File: config.mk
export PLATFORM = sky130hd
export DESIGN_NAME = krt_ctrl
export DESIGN_NICKNAME = d
export VERILOG_FILES = /design/src/rtl/core/krt_pkg.sv /design/src/rtl/core/krt_ctrl.sv
export SDC_FILE = /design/constraint.sdc
export NUM_CORES = 1
export LEC_CHECK = 0
export ABC_AREA = 1
export BUFFER_PORTS_ARGS = -buffer_cell sky130_fd_sc_hd__buf_2
export CAP_MARGIN = 20
export CORE_AREA = 2 2 148 150
export DETAILED_ROUTE_END_ITERATION = 12
export DIE_AREA = 0 0 150 152
export PLACE_DENSITY_LB_ADDON = 0.15
export SYNTH_ARGS = -nofsm -noshare
export SYNTH_HDL_FRONTEND = slang
export SYNTH_SLANG_ARGS = --single-unit
File: constraint.sdc
create_clock -name clk -period 16.6 [get_ports clk]
set_input_delay 1.66 -clock clk [delete_from_list [all_inputs] [get_ports clk]]
set_output_delay 1.66 -clock clk [all_outputs]
set_load 0.02 [all_outputs]
File: src/rtl/core/krt_pkg.sv
// Package: shared types and codes for the keyed record table.
package krt_pkg;

  typedef enum logic [1:0] {
    OP_INSERT = 2'd0,
    OP_LOOKUP = 2'd1,
    OP_UPDATE = 2'd2,
    OP_REMOVE = 2'd3
  } op_t;

  typedef enum logic [1:0] {
    ST_OK      = 2'd0,
    ST_FULL    = 2'd1,
    ST_MISSING = 2'd2,
    ST_SPARE   = 2'd3
  } status_t;

  // One stored record
  typedef struct packed {
    logic [31:0] record_key;
    logic [31:0] price_word;
    logic [31:0] stock_count;
  } rec_t;

  // One accepted request
  typedef struct packed {
    op_t         op;
    logic [31:0] record_key;
    logic [31:0] price_word;
    logic [31:0] stock_count;
  } req_t;

  // One result item
  typedef struct packed {
    status_t     status;
    logic [31:0] found_price;
    logic [31:0] found_stock;
    logic [7:0]  entries_used;
  } rsp_t;

endpackage

File: src/rtl/core/krt_ctrl.sv
// Sequencer: scans the record memory one entry per cycle and applies the operation.
module krt_ctrl
  import krt_pkg::*;
#(
  parameter int TABLE_DEPTH = 128,
  localparam int AW = (TABLE_DEPTH > 1) ? $clog2(TABLE_DEPTH) : 1,
  localparam int CW = $clog2(TABLE_DEPTH + 1)
) (
  input  logic          clk,
  input  logic          rst_n,
  input  logic          req_valid,
  output logic          req_ready,
  input  req_t          req,
  output logic          rsp_valid,
  input  logic          rsp_ready,
  output rsp_t          rsp,
  output logic          mem_we,
  output logic [AW-1:0] mem_waddr,
  output rec_t          mem_wdata,
  output logic [AW-1:0] mem_raddr,
  input  rec_t          mem_rdata
);

  typedef enum logic [1:0] {S_IDLE, S_SCAN, S_SHIFT, S_RESP} state_t;

  state_t        state_r;
  req_t          req_r;
  logic [CW-1:0] fill_r;
  logic [CW-1:0] idx_r;   // entry whose data arrives this cycle
  logic          any_r;
  rsp_t          rsp_r;

  logic          hit;
  logic [CW-1:0] idx_inc;
  status_t       idle_status;
  logic [CW-1:0] idle_fill;

  assign hit     = (mem_rdata.record_key == req_r.record_key);
  assign idx_inc = idx_r + CW'(1);

  // Status and count for an item taken in idle
  always_comb begin
    idle_status = ST_OK;
    idle_fill   = fill_r;
    if (req.op == OP_INSERT) begin
      if (fill_r < CW'(TABLE_DEPTH)) begin
        idle_fill = fill_r + CW'(1);
      end else begin
        idle_status = ST_FULL;
      end
    end else if (fill_r == '0) begin
      idle_status = ST_MISSING;
    end
  end

  // Read address: next entry during scan/shift
  always_comb begin
    mem_raddr = AW'(idx_inc);
    if (state_r == S_IDLE) begin
      mem_raddr = '0;
    end
  end

  // Write port
  always_comb begin
    mem_we    = 1'b0;
    mem_waddr = AW'(idx_r);
    mem_wdata = mem_rdata;
    unique case (state_r)
      S_IDLE: begin
        if (req_valid && req.op == OP_INSERT && fill_r < CW'(TABLE_DEPTH)) begin
          mem_we    = 1'b1;
          mem_waddr = AW'(fill_r);
          mem_wdata = '{req.record_key, req.price_word, req.stock_count};
        end
      end
      S_SCAN: begin
        if (req_r.op == OP_UPDATE && hit) begin
          mem_we    = 1'b1;
          mem_wdata = '{mem_rdata.record_key, req_r.price_word, req_r.stock_count};
        end
      end
      S_SHIFT: begin
        // entry idx_r moves down to idx_r-1
        mem_we    = 1'b1;
        mem_waddr = AW'(idx_r - CW'(1));
      end
      default: ;
    endcase
  end

  assign req_ready = (state_r == S_IDLE);
  assign rsp_valid = (state_r == S_RESP);
  assign rsp       = rsp_r;

  always_ff @(posedge clk) begin
    if (!rst_n) begin
      state_r <= S_IDLE;
      fill_r  <= '0;
    end else begin
      unique case (state_r)
        S_IDLE: begin
          if (req_valid) begin
            req_r  <= req;
            idx_r  <= '0;
            any_r  <= 1'b0;
            fill_r <= idle_fill;
            rsp_r  <= '{idle_status, 32'd0, 32'd0, 8'(idle_fill)};
            if (req.op == OP_INSERT || fill_r == '0) begin
              state_r <= S_RESP;
            end else begin
              state_r <= S_SCAN;
            end
          end
        end
        S_SCAN: begin
          idx_r <= idx_inc;
          if (hit) begin
            any_r <= 1'b1;
          end
          priority if (hit && req_r.op == OP_LOOKUP) begin
            rsp_r   <= '{rsp_r.status, mem_rdata.price_word, mem_rdata.stock_count,
                         rsp_r.entries_used};
            state_r <= S_RESP;
          end else if (hit && req_r.op == OP_REMOVE) begin
            fill_r <= fill_r - CW'(1);
            rsp_r.entries_used <= 8'(fill_r - CW'(1));
            state_r <= (idx_inc == fill_r) ? S_RESP : S_SHIFT;
          end else if (idx_inc == fill_r) begin
            if (!(hit || any_r)) begin
              rsp_r.status <= ST_MISSING;
            end
            state_r <= S_RESP;
          end
        end
        S_SHIFT: begin
          // fill_r already decremented: last source index is fill_r
          idx_r <= idx_inc;
          if (idx_r == fill_r) begin
            state_r <= S_RESP;
          end
        end
        S_RESP: begin
          if (rsp_ready) begin
            state_r <= S_IDLE;
          end
        end
        default: state_r <= S_IDLE;
      endcase
    end
  end

endmodule

### Word level (Yosys, flattened, before mapping)

Cells that the tools add are included.

* flip-flop bits (word level): 191
* input port bits: 198
* output and inout port bits: 187

* $add $sub $neg: 4
* magnitude comparators: 1
* equality and inequality tests: 20
* muxes and demuxes: 39
* reductions and logical operators: 21

Operators with widths (count)
* $pmux 96 s2: 1
* $pmux 74 s2: 1
* $mux 64: 2
* $mux 96: 1
* $mux 74: 1
* $mux 8: 6
* $eq 32x32->1: 1
* $pmux 8 s2: 2
* $mux 2: 13
* $ne 2x2->1 const B: 9
* $add 8x1->8 const B: 2
* $eq 8x8->1: 2
* $reduce_and 4->1: 4
* $mux 7: 2
* $pmux 7 s2: 1
* $eq 2x2->1 const B: 4
* $logic_not 8->1: 1
* $lt 8x8->1 const B: 1
* $pmux 2 s4: 1
* $sub 8x1->8 const B: 1
* $reduce_and 7->1: 1
* $sub 7x1->7 const B: 1
* $mux 1: 6
* $reduce_and 3->1: 2
* 11 further kinds: 19

### Depth between registers and ports, before layout

* depth after elaboration: 7
* gate-level depth with buffers: 15
* depth with buffers taken out: 15

### Least setup slack after synthesis

Ideal clock, no wire load.

* kind: in2reg
* from: in rst_n
* to: reg req_r[0] (netlist bit), enable pin
* library setup time: 0.676 ns
* arrival time: 8.504 ns
* required time: 15.924 ns
* path slack: 7.420 ns
* stages: 2
* path buffers: 0
* cells stage by stage: clkinv_1 nor3_1

* longest elaborated chain between the ends: 1

Ends and longest elaborated chain
* start: declaration: RTL line krt_ctrl.sv:10 `input logic rst_n,`
* $reduce_and 3->1 (no line)
* end signal: assignment: RTL line krt_ctrl.sv:104 `req_r <= req;`
* end: declaration: RTL line krt_ctrl.sv:27 `req_t req_r;`

No other way between the ends.
A chain may end at the register's enable or synchronous reset.

==> results by group <==
Outcome
  • Outcome: finished clean

Clocking
  • Resize count post-CTS: 0
  • CTS clk-pin slew, worst paths: 0.07 ns
  • CTS tree: done
  • CTS Hold Bufs: 0
  • CTS root buf: clkbuf_16
  • Setup bufs post-CTS: 0
  • Clock buffer count from CTS: 17
  • Worst skew pair latency: ~0.43 ns
  • CTS HTree Levels: 4
  • Longest Clk Path Bufs: 2
  • Clock Sink Count: 191

Placed design
  • IO buf count: approximately 380
  • Hpwl dp: 22940 um
  • Dpl cells: 1650
  • Routability cong.: about 1
  • Post-Place Worst Slack: 10.44 ns

Routing
  • Via count: about 9000
  • # DRC: 0
  • Initial drt markers: 588
  • DR pass1 iterations: 5
  • Final wirelength: between 30000 and 40000 um
  • DR WL/cell: 18.77 um
  • Antenna viol nets, final: 0
  • DR vias/cell: 5.285

Logic synthesis
  • Mapped cell area: 0.009853 sq mm
  • Library cells used by synthesis: 36
  • Avg Synthesized Cell Area: 9.566 sq um
  • Ys flop type: edfxtp_1
  • Synth area leaders: edfxtp_1 55%, nand2_1 11%, a22oi_1 5.0%
  • Sequential area share after synthesis: 0.5719
  • Most frequent cell after synthesis: nand2_1
  • Synth area leader: edfxtp_1
  • Synthesized instance count: approximately 1000
  • Synthesis-stage register bit count: 191
  • Top cells by count, synth: 301 x nand2_1, 181 x edfxtp_1, 122 x inv_1
  • Synth top area share: 0.5516
  • EDFF count, synth: 181
  • Syn Nets: 1237
  • Post-synthesis async set-or-reset flop share: 0
  • Ys Warns: 0

Power
  • Max rail drop VDD: roughly 0.11 mV
  • PwrDens: 172.4 mW/mm^2
  • P_leak: 6.017 nW

Setup path
  • CP Capture Type: output pin
  • Worst path bufs/invs: 5
  • Crit Path Class: input pin to output pin
  • Slowest cell on the critical path: buf_4
  • CP top delay family: buffers and inverters
  • Largest stage delay, worst path: 0.55 ns
  • Most frequent CP cell: nand2_1
  • WP data required: 14.94 ns
  • Crit-path cells: buf_2, xnor2_1, nand2_1, nor2_1, nand2_1, nor2_2, nand2_1, inv_2, nand3_2, buf_4, nor2_4, buf_4, o22ai_1, nand2_1, buf_2
  • Crit path arrival time: 4.54 ns
  • CP max FO: 65
  • Startpoint Class: input pin

Cells and area
  • # fillers: roughly 1900
  • Area grow syn2layout: 27.30%
  • # nets final: 1597
  • Fin cells: 1689
  • Share of cells above drive strength 1: 0.3186

Global route
  • Initial antenna violation count: 7
  • Vias in the first global route: 8335
  • Overflow after GRT: 0
  • First-pass GRT wire length: 47480 um
  • Largest net degree at the start of global routing: 104
  • Total GRT Usage: 0.2711

STA
  • Fin worst setup slack: 10.40 ns
  • Endpoints failing setup: 0
  • Max-slew violations: 0
  • Period minus WS final: 6.198 ns
  • Fmax: 161.4 MHz
  • Slew HR: 0.2861
  • Skew final: about 0.014 ns
  • Final hold vios: 0
  • Final period util: 0.3734
  • RSZ-0062 raised after global routing: false
  • Worst-margin pin slew: 1.071 ns
  • Setup TNS Final: 0 ns

Floorplan
  • IO Count: 385
  • Initial Utilization: 0.4615
  • Die X: about 150 um
  • Row cnt: 54
  • Die ar.: 0.02280 sq mm
  • Core footprint: about 0.021 sq mm
  • Die Ht: between 150 and 200 um

Run
  • MaxCap Viol Count: 0

Worst hold path
  • Hold Crit Class: register to register
## sequential cells by signal (all words and copies together), names as in the netlist
| name | count |
|---|---|
| rsp | 74 |
| idx_r | 8 |
| state_r | 2 |
| req_r | 98 |
| fill_r | 8 |
| any_r | 1 |
## where the power goes
part           internal, W  leakage, nW  switching, W  total (W)
clock network     0.000216        0.295      0.000200   0.000416
registers         0.000677         1.78     0.0000521   0.000729
logic             0.000303         3.94      0.000715    0.00102
total              0.00120         6.02      0.000967    0.00216
## path summary, 6_finish.rpt
| path | start | endpoint | slack, ns | depth (start not counted) |
|---|---|---|---|---|
| setup / recovery | mem_rdata[77] | mem_wdata[24] | 10.40 | 15 |
| hold / removal | state_r[1] | state_r[1] | 0.52 | 2 |
| setup reg to reg | state_r[0] | rsp[8] | 13.47 | 8 |
| hold reg to reg | state_r[1] | state_r[1] | 0.52 | 2 |
## routing by layer
| layer | global-route usage | share of wire | up-vias |
|---|---|---|---|
| met5 | 0 | 0.00073 | - |
| met2 | 0.4625 | 0.50 | 474 |
| met3 | 0.05646 | 0.078 | 54 |
| met1 | 0.3424 | 0.40 | 4133 |
| li1 | - | - | 4262 |
| met4 | 0.09164 | 0.026 | 4 |
## kinds of logic after synthesis
kind of cell | synth area share
flops | 0.5719
buf+inv | 0.08318
fa+ha+maj | 0.01143
xor+xnor | 0.03200
compound gates | 0.1360
simple gates | 0.1655
## layout make-up
type | instances | area, sq um | share of cell area
clock buffer | 17 | 425.4 | 0.03392
tap | 280 | 350.3 | 0.02793
sequential | 191 | 5635 | 0.4493
clock inverter | 15 | 176.4 | 0.01406
antenna | 6 | 15.01 | 0.001197
multi-input combinational | 658 | 3443 | 0.2745
timing repair buffer | 394 | 2017 | 0.1608
inverter | 128 | 480.5 | 0.03830
## per-stage QoR
stage / power (W) / instance area [sq um] / hold WS [ns] / utilization
2_1_floorplan: 0.001404 / 9853 / 0.4816 / -
3_3_place_gp: 0.001740 / 11900 / 0.5004 / 0.5573
3_5_place_dp: 0.001747 / 11900 / 0.5139 / 0.5573
4_1_cts: 0.002163 / 12500 / 0.5243 / 0.5855
5_1_grt: 0.002285 / 12540 / 0.5930 / 0.5873
6_report: 0.002163 / 12540 / 0.5221 / 0.5875
## worst reg2reg max path: cells and delay by family, from the launching register on
kind | cells | cell delay, ns
AO/OA/AOI/OAI | 1 | 0.12
adder cells (fa/ha/maj) | 1 | 0.39
AND/OR/NAND/NOR | 3 | 0.42
buffers and inverters | 3 | 1.29
flip-flops | 1 | 0.44
## placed cells by master, fill, tap and decap left out, drive strengths merged, types with 2 or more instances in the layout
cell type,instances
buf,394
nand2,301
edfxtp,181
inv,134
o22ai,66
a22oi,65
nor2,64
o21ai,55
xnor2,25
nand3,20
clkbuf,17
xor2,11
a21oi,11
dfxtp,10
nor3,10
ha,9
clkinv,8
diode,6
a211oi,5
nand4,3
o211ai,3
o221ai,2
nand3b,2
nor4,2
o31ai,2
No activity file was read; power rests on OpenSTA's default activity.
